### config.mk
export PLATFORM = sky130hd
export DESIGN_NAME = hamming_31_26_stream_encoder
export DESIGN_NICKNAME = d
export VERILOG_FILES = /design/src/hdl/ham3126_pkg.sv /design/src/hdl/ham3126_encoder.sv /design/src/hdl/ham3126_packer.sv /design/src/hdl/ham3126_out_queue.sv /design/src/hdl/hamming_31_26_stream_encoder.sv
export SDC_FILE = /design/constraint.sdc
export NUM_CORES = 1
export LEC_CHECK = 0
export ABC_AREA = 1
export BUFFER_PORTS_ARGS = -buffer_cell sky130_fd_sc_hd__clkbuf_2
export CORE_ASPECT_RATIO = 0.7
export CORE_MARGIN = 2
export CORE_UTILIZATION = 45
export CTS_CLUSTER_SIZE = 28
export DETAILED_ROUTE_END_ITERATION = 8
export GPL_TIMING_DRIVEN = 0
export PLACE_DENSITY_LB_ADDON = 0.15
export SLEW_MARGIN = 0
export SYNTH_ARGS = -nofsm -noshare
export SYNTH_HDL_FRONTEND = slang
export SYNTH_HIERARCHICAL = 1
export SYNTH_SLANG_ARGS = --single-unit
### constraint.sdc
create_clock -name clk -period 5.3 [get_ports clk]
set_input_delay 0.265 -clock clk [delete_from_list [all_inputs] [get_ports clk]]
set_output_delay 0.265 -clock clk [all_outputs]
set_load 0.03 [all_outputs]
### src/hdl/ham3126_pkg.sv
package ham3126_pkg;

    // Field and block widths of the Hamming(31,26) stream format.
    localparam int unsigned BYTE_W     = 8;
    localparam int unsigned DATA_W     = 26;
    localparam int unsigned CODE_W     = 31;
    localparam int unsigned PEND_W     = 25;
    localparam int unsigned PCNT_W     = 5;
    localparam int unsigned PARITY_N   = 5;

    // Result queue depth; one request can push two codewords.
    localparam int unsigned QUEUE_DEPTH = 4;
    localparam int unsigned QPTR_W      = $clog2(QUEUE_DEPTH);
    localparam int unsigned QCNT_W      = $clog2(QUEUE_DEPTH + 1);

    // Blocks formed from one input request, packer to encoders.
    typedef struct packed {
        logic [1:0]        n_wr;
        logic [DATA_W-1:0] data0;
        logic              last0;
        logic [DATA_W-1:0] data1;
        logic              last1;
    } blocks_t;

    // Encoded codewords of one input request, encoders to result queue.
    typedef struct packed {
        logic [1:0]        n_wr;
        logic [CODE_W-1:0] code0;
        logic              last0;
        logic [CODE_W-1:0] code1;
        logic              last1;
    } words_t;

endpackage

### src/hdl/ham3126_encoder.sv
module ham3126_encoder
(
    input  logic [ham3126_pkg::DATA_W-1:0] data,
    output logic [ham3126_pkg::CODE_W-1:0] codeword
);

    logic [ham3126_pkg::CODE_W-1:0] word;
    logic [ham3126_pkg::PARITY_N-1:0] par;

    // Scatter the data bits over the positions that are not powers of two,
    // then form each parity bit over the positions whose index has bit k set.
    always_comb
    begin
        int src;
        word = '0;
        par  = '0;
        src  = 0;
        for (int pos = 1; pos <= int'(ham3126_pkg::CODE_W); pos++)
        begin
            if ((pos & (pos - 1)) != 0)
            begin
                word[pos-1] = data[src];
                src = src + 1;
            end
        end
        for (int k = 0; k < int'(ham3126_pkg::PARITY_N); k++)
        begin
            for (int pos = 1; pos <= int'(ham3126_pkg::CODE_W); pos++)
            begin
                if (((pos >> k) & 1) != 0)
                begin
                    par[k] = par[k] ^ word[pos-1];
                end
            end
        end
        for (int k = 0; k < int'(ham3126_pkg::PARITY_N); k++)
        begin
            word[(1 << k) - 1] = par[k];
        end
        codeword = word;
    end

endmodule

### src/hdl/ham3126_packer.sv
module ham3126_packer
(
    input  logic                           clk,
    input  logic                           rst_n,
    input  logic                           s_tvalid,
    output logic                           s_tready,
    input  logic [ham3126_pkg::BYTE_W-1:0] s_tdata,
    input  logic                           s_tlast,
    input  logic                           room,
    output ham3126_pkg::blocks_t           blk
);

    logic                             in_valid_reg;
    logic [ham3126_pkg::BYTE_W-1:0]   in_byte_reg;
    logic                             in_last_reg;
    logic [ham3126_pkg::PEND_W-1:0]   pend_bits_reg;
    logic [ham3126_pkg::PEND_W-1:0]   pend_bits_next;
    logic [ham3126_pkg::PCNT_W-1:0]   pend_cnt_reg;
    logic [ham3126_pkg::PCNT_W-1:0]   pend_cnt_next;

    logic [ham3126_pkg::PEND_W+ham3126_pkg::BYTE_W-1:0] acc;
    logic [ham3126_pkg::PEND_W+ham3126_pkg::BYTE_W-1:0] rem_mask;
    logic [5:0]                       total;
    logic [5:0]                       rem6;
    logic                             full;
    logic [ham3126_pkg::PCNT_W-1:0]   rem_cnt;
    logic [ham3126_pkg::PEND_W-1:0]   rem_bits;
    logic [ham3126_pkg::DATA_W-1:0]   blk_full;
    logic [ham3126_pkg::DATA_W-1:0]   pad_base;
    logic [ham3126_pkg::DATA_W-1:0]   blk_pad;
    logic [ham3126_pkg::PCNT_W-1:0]   pad_sh;
    logic                             has_pad;

    // Space in the result queue is checked ahead, so a request in the input
    // register always finishes without a stall.
    assign s_tready = room;

    // Join the pending bits with the new byte and cut off a full block.
    always_comb
    begin
        acc      = {pend_bits_reg, in_byte_reg};
        total    = {1'b0, pend_cnt_reg} + 6'(ham3126_pkg::BYTE_W);
        full     = total >= 6'(ham3126_pkg::DATA_W);
        rem6     = full ? (total - 6'(ham3126_pkg::DATA_W)) : total;
        rem_cnt  = rem6[ham3126_pkg::PCNT_W-1:0];
        blk_full = ham3126_pkg::DATA_W'(acc >> rem_cnt[2:0]);
        rem_mask = ({{(ham3126_pkg::PEND_W+ham3126_pkg::BYTE_W-1){1'b0}}, 1'b1} << rem_cnt)
                   - {{(ham3126_pkg::PEND_W+ham3126_pkg::BYTE_W-1){1'b0}}, 1'b1};
        rem_bits = acc[ham3126_pkg::PEND_W-1:0] & rem_mask[ham3126_pkg::PEND_W-1:0];
        pad_sh   = ham3126_pkg::PCNT_W'(ham3126_pkg::DATA_W) - rem_cnt;
        pad_base = {1'b0, rem_bits};
        blk_pad  = pad_base << pad_sh;
        has_pad  = in_last_reg && (rem_cnt != '0);
    end

    // Order the results: the full block first, then the zero-padded tail.
    always_comb
    begin
        blk       = '0;
        blk.data1 = blk_pad;
        blk.last1 = 1'b1;
        if (in_valid_reg)
        begin
            if (full)
            begin
                blk.data0 = blk_full;
                blk.last0 = in_last_reg && !has_pad;
                blk.n_wr  = has_pad ? 2'd2 : 2'd1;
            end
            else if (has_pad)
            begin
                blk.data0 = blk_pad;
                blk.last0 = 1'b1;
                blk.n_wr  = 2'd1;
            end
        end
    end

    // Pending state: keep the leftover bits, or clear after the last byte.
    always_comb
    begin
        pend_bits_next = pend_bits_reg;
        pend_cnt_next  = pend_cnt_reg;
        if (in_valid_reg)
        begin
            if (in_last_reg)
            begin
                pend_bits_next = '0;
                pend_cnt_next  = '0;
            end
            else
            begin
                pend_bits_next = rem_bits;
                pend_cnt_next  = rem_cnt;
            end
        end
    end

    always_ff @(posedge clk or negedge rst_n)
    begin
        if (!rst_n)
        begin
            in_valid_reg  <= 1'b0;
            pend_bits_reg <= '0;
            pend_cnt_reg  <= '0;
        end
        else
        begin
            in_valid_reg  <= s_tvalid && s_tready;
            pend_bits_reg <= pend_bits_next;
            pend_cnt_reg  <= pend_cnt_next;
        end
    end

    // Input payload register.
    always_ff @(posedge clk)
    begin
        if (s_tvalid && s_tready)
        begin
            in_byte_reg <= s_tdata;
            in_last_reg <= s_tlast;
        end
    end

    // A last byte always yields at least one codeword.
    assert property (@(posedge clk) disable iff (!rst_n)
        (in_valid_reg && in_last_reg) |-> (blk.n_wr != 2'd0))
    else $error("last byte produced no codeword");

    // The message state returns to empty after the last byte.
    assert property (@(posedge clk) disable iff (!rst_n)
        (in_valid_reg && in_last_reg) |=> (pend_cnt_reg == '0))
    else $error("pending bits left after the last byte");

    // Leftover never reaches a full block.
    assert property (@(posedge clk) disable iff (!rst_n)
        pend_cnt_reg < ham3126_pkg::PCNT_W'(ham3126_pkg::DATA_W))
    else $error("pending count out of range");

endmodule

### src/hdl/ham3126_out_queue.sv
module ham3126_out_queue
(
    input  logic                           clk,
    input  logic                           rst_n,
    input  ham3126_pkg::words_t            wr,
    output logic                           room,
    output logic                           m_tvalid,
    input  logic                           m_tready,
    output logic [31:0]                    m_tdata,
    output logic                           m_tlast
);

    logic [ham3126_pkg::CODE_W:0]   entry_reg [ham3126_pkg::QUEUE_DEPTH];
    logic [ham3126_pkg::QPTR_W-1:0] wr_ptr_reg;
    logic [ham3126_pkg::QPTR_W-1:0] wr_ptr_next;
    logic [ham3126_pkg::QPTR_W-1:0] wr_ptr_inc;
    logic [ham3126_pkg::QPTR_W-1:0] rd_ptr_reg;
    logic [ham3126_pkg::QPTR_W-1:0] rd_ptr_next;
    logic [ham3126_pkg::QCNT_W-1:0] count_reg;
    logic [ham3126_pkg::QCNT_W-1:0] count_next;
    logic [ham3126_pkg::QCNT_W:0]   need;
    logic                           pop;

    // A new request may push two codewords on top of those now being written.
    assign need = {1'b0, count_reg} + (ham3126_pkg::QCNT_W+1)'(wr.n_wr)
                  + (ham3126_pkg::QCNT_W+1)'(2);
    assign room = need <= (ham3126_pkg::QCNT_W+1)'(ham3126_pkg::QUEUE_DEPTH);

    // Head of the queue drives the output stream.
    assign m_tvalid = count_reg != '0;
    assign pop      = m_tvalid && m_tready;
    assign m_tdata  = {1'b0, entry_reg[rd_ptr_reg][ham3126_pkg::CODE_W-1:0]};
    assign m_tlast  = entry_reg[rd_ptr_reg][ham3126_pkg::CODE_W];

    // Pointer and fill count update.
    always_comb
    begin
        wr_ptr_inc  = wr_ptr_reg + ham3126_pkg::QPTR_W'(1);
        wr_ptr_next = wr_ptr_reg + ham3126_pkg::QPTR_W'(wr.n_wr);
        rd_ptr_next = pop ? (rd_ptr_reg + ham3126_pkg::QPTR_W'(1)) : rd_ptr_reg;
        count_next  = count_reg + ham3126_pkg::QCNT_W'(wr.n_wr)
                      - ham3126_pkg::QCNT_W'(pop);
    end

    always_ff @(posedge clk or negedge rst_n)
    begin
        if (!rst_n)
        begin
            wr_ptr_reg <= '0;
            rd_ptr_reg <= '0;
            count_reg  <= '0;
        end
        else
        begin
            wr_ptr_reg <= wr_ptr_next;
            rd_ptr_reg <= rd_ptr_next;
            count_reg  <= count_next;
        end
    end

    // Queue storage: up to two entries written per cycle.
    always_ff @(posedge clk)
    begin
        if (wr.n_wr != 2'd0)
        begin
            entry_reg[wr_ptr_reg] <= {wr.last0, wr.code0};
        end
        if (wr.n_wr == 2'd2)
        begin
            entry_reg[wr_ptr_inc] <= {wr.last1, wr.code1};
        end
    end

    // The admission check keeps the queue from overflowing.
    assert property (@(posedge clk) disable iff (!rst_n)
        count_reg <= ham3126_pkg::QCNT_W'(ham3126_pkg::QUEUE_DEPTH))
    else $error("result queue overflow");

endmodule

### src/hdl/hamming_31_26_stream_encoder.sv
// Hamming(31,26) stream encoder. Bytes enter on the s_ stream, most
// significant bit first, and are packed into a continuous bit stream that is
// cut into 26-bit blocks; each block leaves on the m_ stream as a 31-bit
// codeword (bit i is position i+1, parity at positions 1, 2, 4, 8 and 16).
// s_tlast marks the final byte of a message: any leftover bits are padded
// with zeros into a final codeword, and the final codeword carries m_tlast.
// One byte is accepted every cycle; a byte is held in the input register,
// where packing and the parity trees run, and its codewords are then
// presented from a four-entry result queue. The final byte of a message
// can push two codewords, and input is held off only while that queue
// lacks room for two more besides those now being written.
module hamming_31_26_stream_encoder
(
    input  logic        clk,
    input  logic        rst_n,
    input  logic        s_tvalid,
    output logic        s_tready,
    input  logic [7:0]  s_tdata,   // [7:0] data_byte
    input  logic        s_tlast,   // last_byte
    output logic        m_tvalid,
    input  logic        m_tready,
    output logic [31:0] m_tdata,   // [30:0] codeword, [31] zero fill
    output logic        m_tlast    // last_word
);

    ham3126_pkg::blocks_t blk;
    ham3126_pkg::words_t  words;
    logic                 room;
    logic [ham3126_pkg::CODE_W-1:0] code0;
    logic [ham3126_pkg::CODE_W-1:0] code1;

    // Byte packing and block formation.
    ham3126_packer u_packer
    (
        .clk      (clk),
        .rst_n    (rst_n),
        .s_tvalid (s_tvalid),
        .s_tready (s_tready),
        .s_tdata  (s_tdata),
        .s_tlast  (s_tlast),
        .room     (room),
        .blk      (blk)
    );

    // Encoders for the full block and the padded tail.
    ham3126_encoder u_enc0
    (
        .data     (blk.data0),
        .codeword (code0)
    );

    ham3126_encoder u_enc1
    (
        .data     (blk.data1),
        .codeword (code1)
    );

    always_comb
    begin
        words.n_wr  = blk.n_wr;
        words.code0 = code0;
        words.last0 = blk.last0;
        words.code1 = code1;
        words.last1 = blk.last1;
    end

    // Result queue toward the output stream.
    ham3126_out_queue u_queue
    (
        .clk      (clk),
        .rst_n    (rst_n),
        .wr       (words),
        .room     (room),
        .m_tvalid (m_tvalid),
        .m_tready (m_tready),
        .m_tdata  (m_tdata),
        .m_tlast  (m_tlast)
    );

endmodule
Word-level counts from Yosys, hierarchy flattened

Memories as Yosys holds them, arrays and structs flattened.
Index checks and enable logic that the tools add are counted.

Add/subtract/negate cells: 11
Multiply operators: 0
Div/mod/pow operators: 0
Magnitude comparators: 2
Equal/unequal tests: 1
Shift operators: 3
Mux-type cells: 11
Bitwise operators: 141
Reductions and logical operators: 8

Operators by type and width:

| kind                                                              | count |
|---|---|
| XOR 1 bit                                                         | 140 |
| two-way mux 29 bit                                                | 2 |
| >> shifter 33 x 3 -> 26 bit                                       | 1 |
| two-way mux 28 bit                                                | 1 |
| << shifter 25 x 5 -> 26 bit                                       | 1 |
| AND 25 bit                                                        | 1 |
| two-way mux 25 bit                                                | 1 |
| << shifter 1 x 5 -> 25 bit, first input constant                  | 1 |
| subtractor 25 x 1 -> 25 bit, second input constant                | 1 |
| two-way mux 5 bit                                                 | 2 |
| adder 5 x 4 -> 6 bit, second input constant                       | 1 |
| greater-or-equal comparator 6 x 5 -> 1 bit, second input constant | 1 |
| nonzero test 5 bit                                                | 1 |
| subtractor 5 bit, first input constant                            | 1 |
| subtractor 5 bit, second input constant                           | 1 |
| adder 2 x 1 -> 2 bit, second input constant                       | 2 |
| adder 3 x 2 -> 4 bit                                              | 1 |
| adder 4 x 2 -> 4 bit, second input constant                       | 1 |
| <= comparator 4 x 3 -> 1 bit, second input constant               | 1 |
| logical AND 1 bit                                                 | 4 |
| two-way mux 1 bit                                                 | 4 |
| adder 3 x 2 -> 3 bit                                              | 1 |
| nonzero test 3 bit                                                | 1 |
| subtractor 3 x 1 -> 3 bit                                         | 1 |
| 5 further kinds                                                   | 5 |

Flip-flop bits (word level): 47
Bits in latches: 0
RAM bits: 128
Bits in read-only memories: 0
Bits of input ports: 13
Output and inout bits: 35
Word-level logic and storage cells: 186
Memories kept: 1

Memory list:

| memory            | depth | width | read ports | clocked after memory_dff | write ports | RTL line                | RTL |
|---|---|---|---|---|---|---|---|
| u_queue.entry_reg | 4     | 32    | 1          | 0                        | 2           | ham3126_out_queue.sv:13 | `logic [ham3126_pkg::CODE_W:0] entry_reg [ham3126_pkg::QUEUE_DEPTH];` |

Longest topological paths before layout

Gate-level depths: netlist of run 1.

Depth after elaboration: 24
Gate-level depth with buffers: 38
Mapped depth without buffers: 38

Cells and area by module

Netlist of run 1, hierarchy kept.

Modules (own cells, without submodules):

| module            | instances | cells each | area each (sq um) | seq. area each (sq um) |
|---|---|---|---|---|
| ham3126_out_queue | 1         | 899        | 7295.7            | 4018.9 |
| ham3126_packer    | 1         | 654        | 4101.4            | 996.0 |
| ham3126_encoder   | 2         | 202        | 1086.0            | 0.0 |

Worst setup path after synthesis of run 1

OpenSTA, ideal clock, no wires.

Path type: register to register
Start: reg u_packer/pend_cnt_reg[1] (netlist bit)
End: mem u_queue/entry_reg[3][0] (netlist bit), enable pin
Setup time: 0.466 ns
Data arrival time: 4.361 ns
Required time: 4.834 ns
Path slack: 0.473 ns
Stages on the path, launching flop included: 16
Path buffers: 1
Clock period less this slack: 4.827 ns
Path through: dfrtp_1 > inv_2 > ha_1 > buf_2 > inv_1 > nand2_4 > nand2_8 > nor2_8 > inv_2 > nor2_4 > nor2_1 > ha_1 > nand2_1 > inv_1 > nor2_1 > o21ai_0

RTL lines:

| what                   | RTL line                | RTL |
|---|---|---|
| from (decl)            | ham3126_packer.sv:18    | `logic [ham3126_pkg::PCNT_W-1:0] pend_cnt_reg;` |
| from (signal assigned) | ham3126_packer.sv:111   | `pend_cnt_reg <= pend_cnt_next;` |
| to (decl)              | ham3126_out_queue.sv:13 |  |

==> results of run 1 <==
==> Yosys cell counts (2+ instances only) <==
cell type	instances
ha_1	11
nand3_1	203
buf_4	64
buf_6	4
nand3b_1	11
a211oi_1	4
fa_1	2
nor2_4	6
inv_1	174
mux2i_1	5
a21oi_1	25
or2_2	3
o21ai_1	17
nor3_1	2
inv_2	10
clkbuf_2	6
nand4_1	10
xor2_1	37
nand2_1	763
nand2_4	9
nor2_2	9
o221ai_1	11
a31oi_1	2
buf_1	5
o211ai_1	9
o21ai_0	116
buf_2	51
conb_1	2
nand2_2	10
xnor2_1	37
edfxtp_1	137
dfrtp_1	36
nor2_1	104
o22ai_1	19
nand2_8	2
nand3_4	3
clkbuf_1	27
==> how the worst max path moves through the flow <==
stage | end | slack [ps] | cells after the start | from
6_report | u_queue/entry_reg[2][15] | 260 | 27 | u_packer/pend_cnt_reg[1]
5_1_grt | u_queue/entry_reg[0][0] | 4 | 28 | u_packer/pend_cnt_reg[1]
4_1_cts | u_queue/entry_reg[2][7] | 80 | 30 | u_packer/pend_cnt_reg[1]
3_5_place_dp | u_queue/entry_reg[0][3] | 10 | 33 | u_packer/pend_cnt_reg[1]
3_3_place_gp | u_queue/entry_reg[3][4] | -1950 | 15 | u_packer/pend_cnt_reg[1]
2_1_floorplan | u_queue/entry_reg[3][0] | 470 | 15 | u_packer/pend_cnt_reg[1]
==> logic make-up (layout without fill, tap and decap cells) <==
logic type | after synthesis | count (layout)
AND/OR/NAND/NOR | 1138 | 1138
buffers and inverters | 341 | 434
AO/OA/AOI/OAI | 211 | 211
flip-flops | 173 | 173
XOR/XNOR | 74 | 74
adder cells (fa/ha/maj) | 13 | 13
multiplexers | 5 | 5
other | 2 | 3
==> routing by layer <==
metal	vias to the layer above	track usage [%]
li1	6413	-
met4	0	7.64
met5	-	0
met3	70	8.08
met2	722	43.9
met1	6351	47.7
==> cell type report <==
type	count	area [um^2]
fill	3014	14700
multi-input combinational	1444	7020
sequential	173	5010
buffer	157	933
inverter	184	691
clock buffer	21	485
tap	385	482
timing repair buffer	61	413
clock inverter	11	96.3
==> per-stage QoR <==
step           std cells  setup TNS, ps  instance area, um^2  setup slack, ps  hold WS (ps)
3_5_place_dp        2393              0                14400             11.5           444
2_1_floorplan       1958              0                13600              473         -30.6
4_1_cts             2435              0                15100             76.3          63.7
5_1_grt             2436              0                15100             3.69          85.6
3_3_place_gp        2389         -62560                14300            -1950           442
6_report            2436              0                15100              257          74.5
==> tightest hold or removal path, stage by stage <==
cell and delay [ps]:
clkbuf_2 100, nand3_1 80, nand2_1 50
==> timing repair <==
| action | in CTS | in global routing |
|---|---|---|
| resized for setup | 1 | 14 |
| pin swaps | 0 | 3 |
| endpoints found under the hold margin | 36 | 0 |
| buffers inserted | 0 | 1 |
| setup endpoints to repair | 4 | 20 |
| hold buffers | 10 | 0 |
==> layout by cell type (no fill, tap or decap), drive strengths merged <==
cell type    count
a2111oi          1
dfrtp           36
a31oi            3
nand2          784
o211ai           9
a21oi           26
o22ai           19
fa               2
inv            191
a211oi           4
o21a             1
nand4           10
dlygate4sd3     10
o21ai          134
xor2            37
or2              3
nor2           120
clkinv           4
nor4             1
xnor2           37
o221ai          11
buf            129
ha              11
a32o             1
nand3b          11
edfxtp         137
clkbuf         100
conb             3
nor3             2
mux2i            5
o2111ai          1
a22oi            1
nand3          207
==> results.cfg, run 1 <==
[run_status]
status = finished clean

[timing]
rsz0062_at_grt = no
relSlewSlack_pct = 13.4
setup_viol = 0
fin_crit_ps = 5040
tightest_slew_ps = 1290
hold_viol_final = 0
finalCritPeriodShare_pct = 95.2
fin_skew_ps = 10.7
fmax_ghz = 0.198
slew_viol_final = 0

[setup_path]
rrSetupSlack_ps = 260
critPathLaunchType = flop
critPathMaxStageDelay_ps = 610
critPathMaxFanout = 10
critPathCaptureType = flop
cp_slowest_cell = a21oi_1
path_class = flop to flop
required_ps = 5500
r2r-start = u_packer/pend_cnt_reg[1]
r2r_cells = 27
r2r-end = u_queue/entry_reg[2][15]
path_common_cell = nand2_1
arrival_ps = 5250
critPathTopFamily = simple AND/OR/NAND/NOR gates
critPathBufInv = 8

[worst_hold_path]
hold_depth = 3
hp-start = m_tready
min_to = u_queue/rd_ptr_reg[0]
hp-class = input pin to flop

[clock_tree]
insertion_delay_ps = 460
cts_tree = done
root_buffer = clkbuf_16
htreeDepth = 4
clockBufferDepth = 2
numCtsBuffers = 17
clk_pin_slew_worst_paths_ps = 80
clock-sinks = 173

[floorplanning]
die_area_um2 = 31600
coreArea_um2 = 29800
die_w_um = 212
rows = 53
ios = 48
fp.dieH_um = 149
initial_core_util_pct = 45.5

[layout]
n_antenna_cell = 0
drive_above_1_share_pct = 13.7
largest_reg_flops = 128
area_delta_synth_final_pct = 11.5
fin_util_pct = 50.7
num-nets-final = 2064

[drt]
vias = 13556
drt-vias-per-instance = 5.56
highest_layer = met4
drtIter0Drc = 1744
wl_met2_um = 19200
wl_um = 48300
route.detailed.drc = 0
first_pass_iters = 6
ant_nets = 0
met3_length_um = 5870
wire_per_inst_um = 19.8
wl_met1_um = 22300

[synthesis]
synth.distinct_cells = 48
synth-simple-area-share_pct = 35.8
synth_cells = 1957
synthXorXnorAreaFrac_pct = 4.78
synth.top_cell.area_share_pct = 30.3
synth_top_family_by_area = simple AND/OR/NAND/NOR gates
synth-main-ff-cell = edfxtp_1
synth_edf_count = 137
yosys_warnings = 6
seq_area_frac_synth_pct = 37.0
synth_compound_area_share_pct = 8.76
syn_avg_cell_area_um2 = 6.93
synth_seq_cells = 173
muxShareOfSynthArea_pct = 0.369
netlist_area_um2 = 13600
ys_top_cells_by_area = edfxtp_1 30%, nand2_1 21%, nand3_1 7.5%
yosysTopAreaCell = edfxtp_1
synthArstFlopShare_pct = 20.8
synthAdderAreaFrac_pct = 1.31

[grt]
grt-ovfl-total = 0
grt_pass1_wl_um = 73600
grt_pass1_vias = 12363
grt_max_degree = 37
antenna_found_initial = 0
grt_use_total_pct = 31.4

[run]
cap_violations = 0

[placement]
dp_hpwl_um = 36800
portBuffers = 46
gp_congestion = 1.00
Power of run 1 is left out: the tool's default activity adds up to more than one toggle a clock period on the data nets, which glitch-free logic cannot reach.
==> run 2, diff against run 1 <==
--- a/config.mk
+++ b/config.mk
@@ -9,7 +9,7 @@
 export BUFFER_PORTS_ARGS = -buffer_cell sky130_fd_sc_hd__clkbuf_2
 export CORE_ASPECT_RATIO = 0.7
 export CORE_MARGIN = 2
-export CORE_UTILIZATION = 45
+export CORE_UTILIZATION = 50
 export CTS_CLUSTER_SIZE = 28
 export DETAILED_ROUTE_END_ITERATION = 8
 export GPL_TIMING_DRIVEN = 0
==> run 2 against run 1 <==
  * Flip-flop and latch count unchanged
  * Utilization grew 5.8 points
  * Wire length fell by 1.4%
  * Register-to-register slack barely moved
  * Die area shrank 9.8%
  * Non-clock buffer count fell by 1
==> results.cfg, run 2 (synthesis results as in run 1) <==
[timing]
fin_crit_ps = 5030
setup_viol = 0
relSlewSlack_pct = 18.1
slew_viol_final = 0
rsz0062_at_grt = no
setup_ws_ps = 271
hold_viol_final = 0
fin_skew_ps = 13.5
fmax_ghz = 0.199
holdWs_ps = 87.8
tightest_slew_ps = 1220
finalCritPeriodShare_pct = 94.9

[clock_tree]
numCtsBuffers = 17
cts_tree = done
clockBufferDepth = 2
clk_pin_slew_worst_paths_ps = 70
insertion_delay_ps = 460
htreeDepth = 4
root_buffer = clkbuf_16
clock-sinks = 173
cts_setup_buffers = 0

[drt]
route.detailed.drc = 0
drt-vias-per-instance = 5.66
first_pass_iters = 5
vias = 13653
drtIter0Drc = 1821
wl_um = 47700
ant_nets = 0
wire_per_inst_um = 19.7

[placement]
gp_congestion = 1.00
dp.cells = 2372
placed_area_um2 = 14400
pre_cts_ws_ps = 59.6
portBuffers = 46
dp_hpwl_um = 36600

[floorplanning]
coreArea_um2 = 26700
fp.dieH_um = 142
rows = 50
ios = 48
initial_core_util_pct = 50.8
die_w_um = 201
die_area_um2 = 28500

[run]
cap_violations = 0

[setup_path]
critPathLaunchType = flop
path_common_cell = nand2_1
critPathCaptureType = flop
arrival_ps = 5230
critPathMaxFanout = 10
required_ps = 5500
critPathMaxStageDelay_ps = 380
path_class = flop to flop
cp_slowest_cell = dfrtp_1

[layout]
fillCellCount = 2639
final_common_cell = nand2_1
mostFrequentLayoutCells = 759 x nand2_1, 203 x nand3_1, 173 x inv_1
finalNonFillerCells = 2414
area_delta_synth_final_pct = 11.2
n_antenna_cell = 0
largest_reg_flops = 128
drive_above_1_share_pct = 13.5
num-nets-final = 2063
design_area_um2 = 15100

[grt]
grt_use_total_pct = 34.2
grt_pass1_wl_um = 73100
grt_pass1_vias = 12403
grt_max_degree = 37
grt-ovfl-total = 0
antenna_found_initial = 0

[worst_hold_path]
hp-class = input pin to flop

[run_status]
status = finished clean
## run 2: layout make-up
class                   count  area [um^2]  area share, %
multi-input cells        1444         7000           46.4
flip-flops and latches    173         5010           33.2
plain buffers             157          933           6.19
inverters                 184          691           4.58
clock buffers              23          512           3.39
well taps                 364          455           3.02
repair buffers             60          405           2.69
clock inverters             9         71.3          0.473
## run 2: path summary, 6_finish.rpt
check                                          end  slack [ps]                startpoint  cells past startpoint
min reg2reg                  u_queue/rd_ptr_reg[1]         490     u_queue/rd_ptr_reg[1]                      2
min                          u_queue/rd_ptr_reg[0]          90                  m_tready                      3
min in group asynchronous    u_packer/in_valid_reg         510                     rst_n                      2
max in group asynchronous    u_queue/rd_ptr_reg[0]        4140                     rst_n                      2
max reg2reg                u_queue/entry_reg[3][1]         270  u_packer/pend_cnt_reg[1]                     32
max                        u_queue/entry_reg[3][1]         270  u_packer/pend_cnt_reg[1]                     32
## run 2: repair_timing
| action | 4_1_cts | 5_1_grt |
|---|---|---|
| endpoints found under the hold margin | 21 | 0 |
| hold buffers | 10 | 0 |
| gates resized for setup | 0 | 11 |
| endpoints found under the setup margin | 0 | 20 |
## run 2: worst max-delay path: cells and delay by family, from the launching register on
family / cells / cell delay, ps
compound gates: 1 / 110
xor+xnor: 1 / 210
fa+ha+maj: 2 / 510
buf+inv: 7 / 990
flops: 1 / 380
simple gates: 21 / 2570
## run 2: metal layers
metal  track usage, %  part of all wire (%)  up-vias  routed length [um]
met2             47.2                    39      842               18800
met4             9.12                   1.8        0                 844
met3             9.55                    14       68                6630
li1                 -                     -     6403                   -
met1             51.8                    45     6340               21400
met5                0                     0        -                   0
## run 2: per-stage QoR
| stage | util (%) | TNS, ps |
|---|---|---|
| 3_3_place_gp | 53.4 | -56540 |
| 4_1_cts | 56.3 | 0 |
| 3_5_place_dp | 53.8 | 0 |
| 6_report | 56.5 | 0 |
| 2_1_floorplan | - | 0 |
| 5_1_grt | 56.5 | 0 |
Power of run 2 is left out for the same reason.
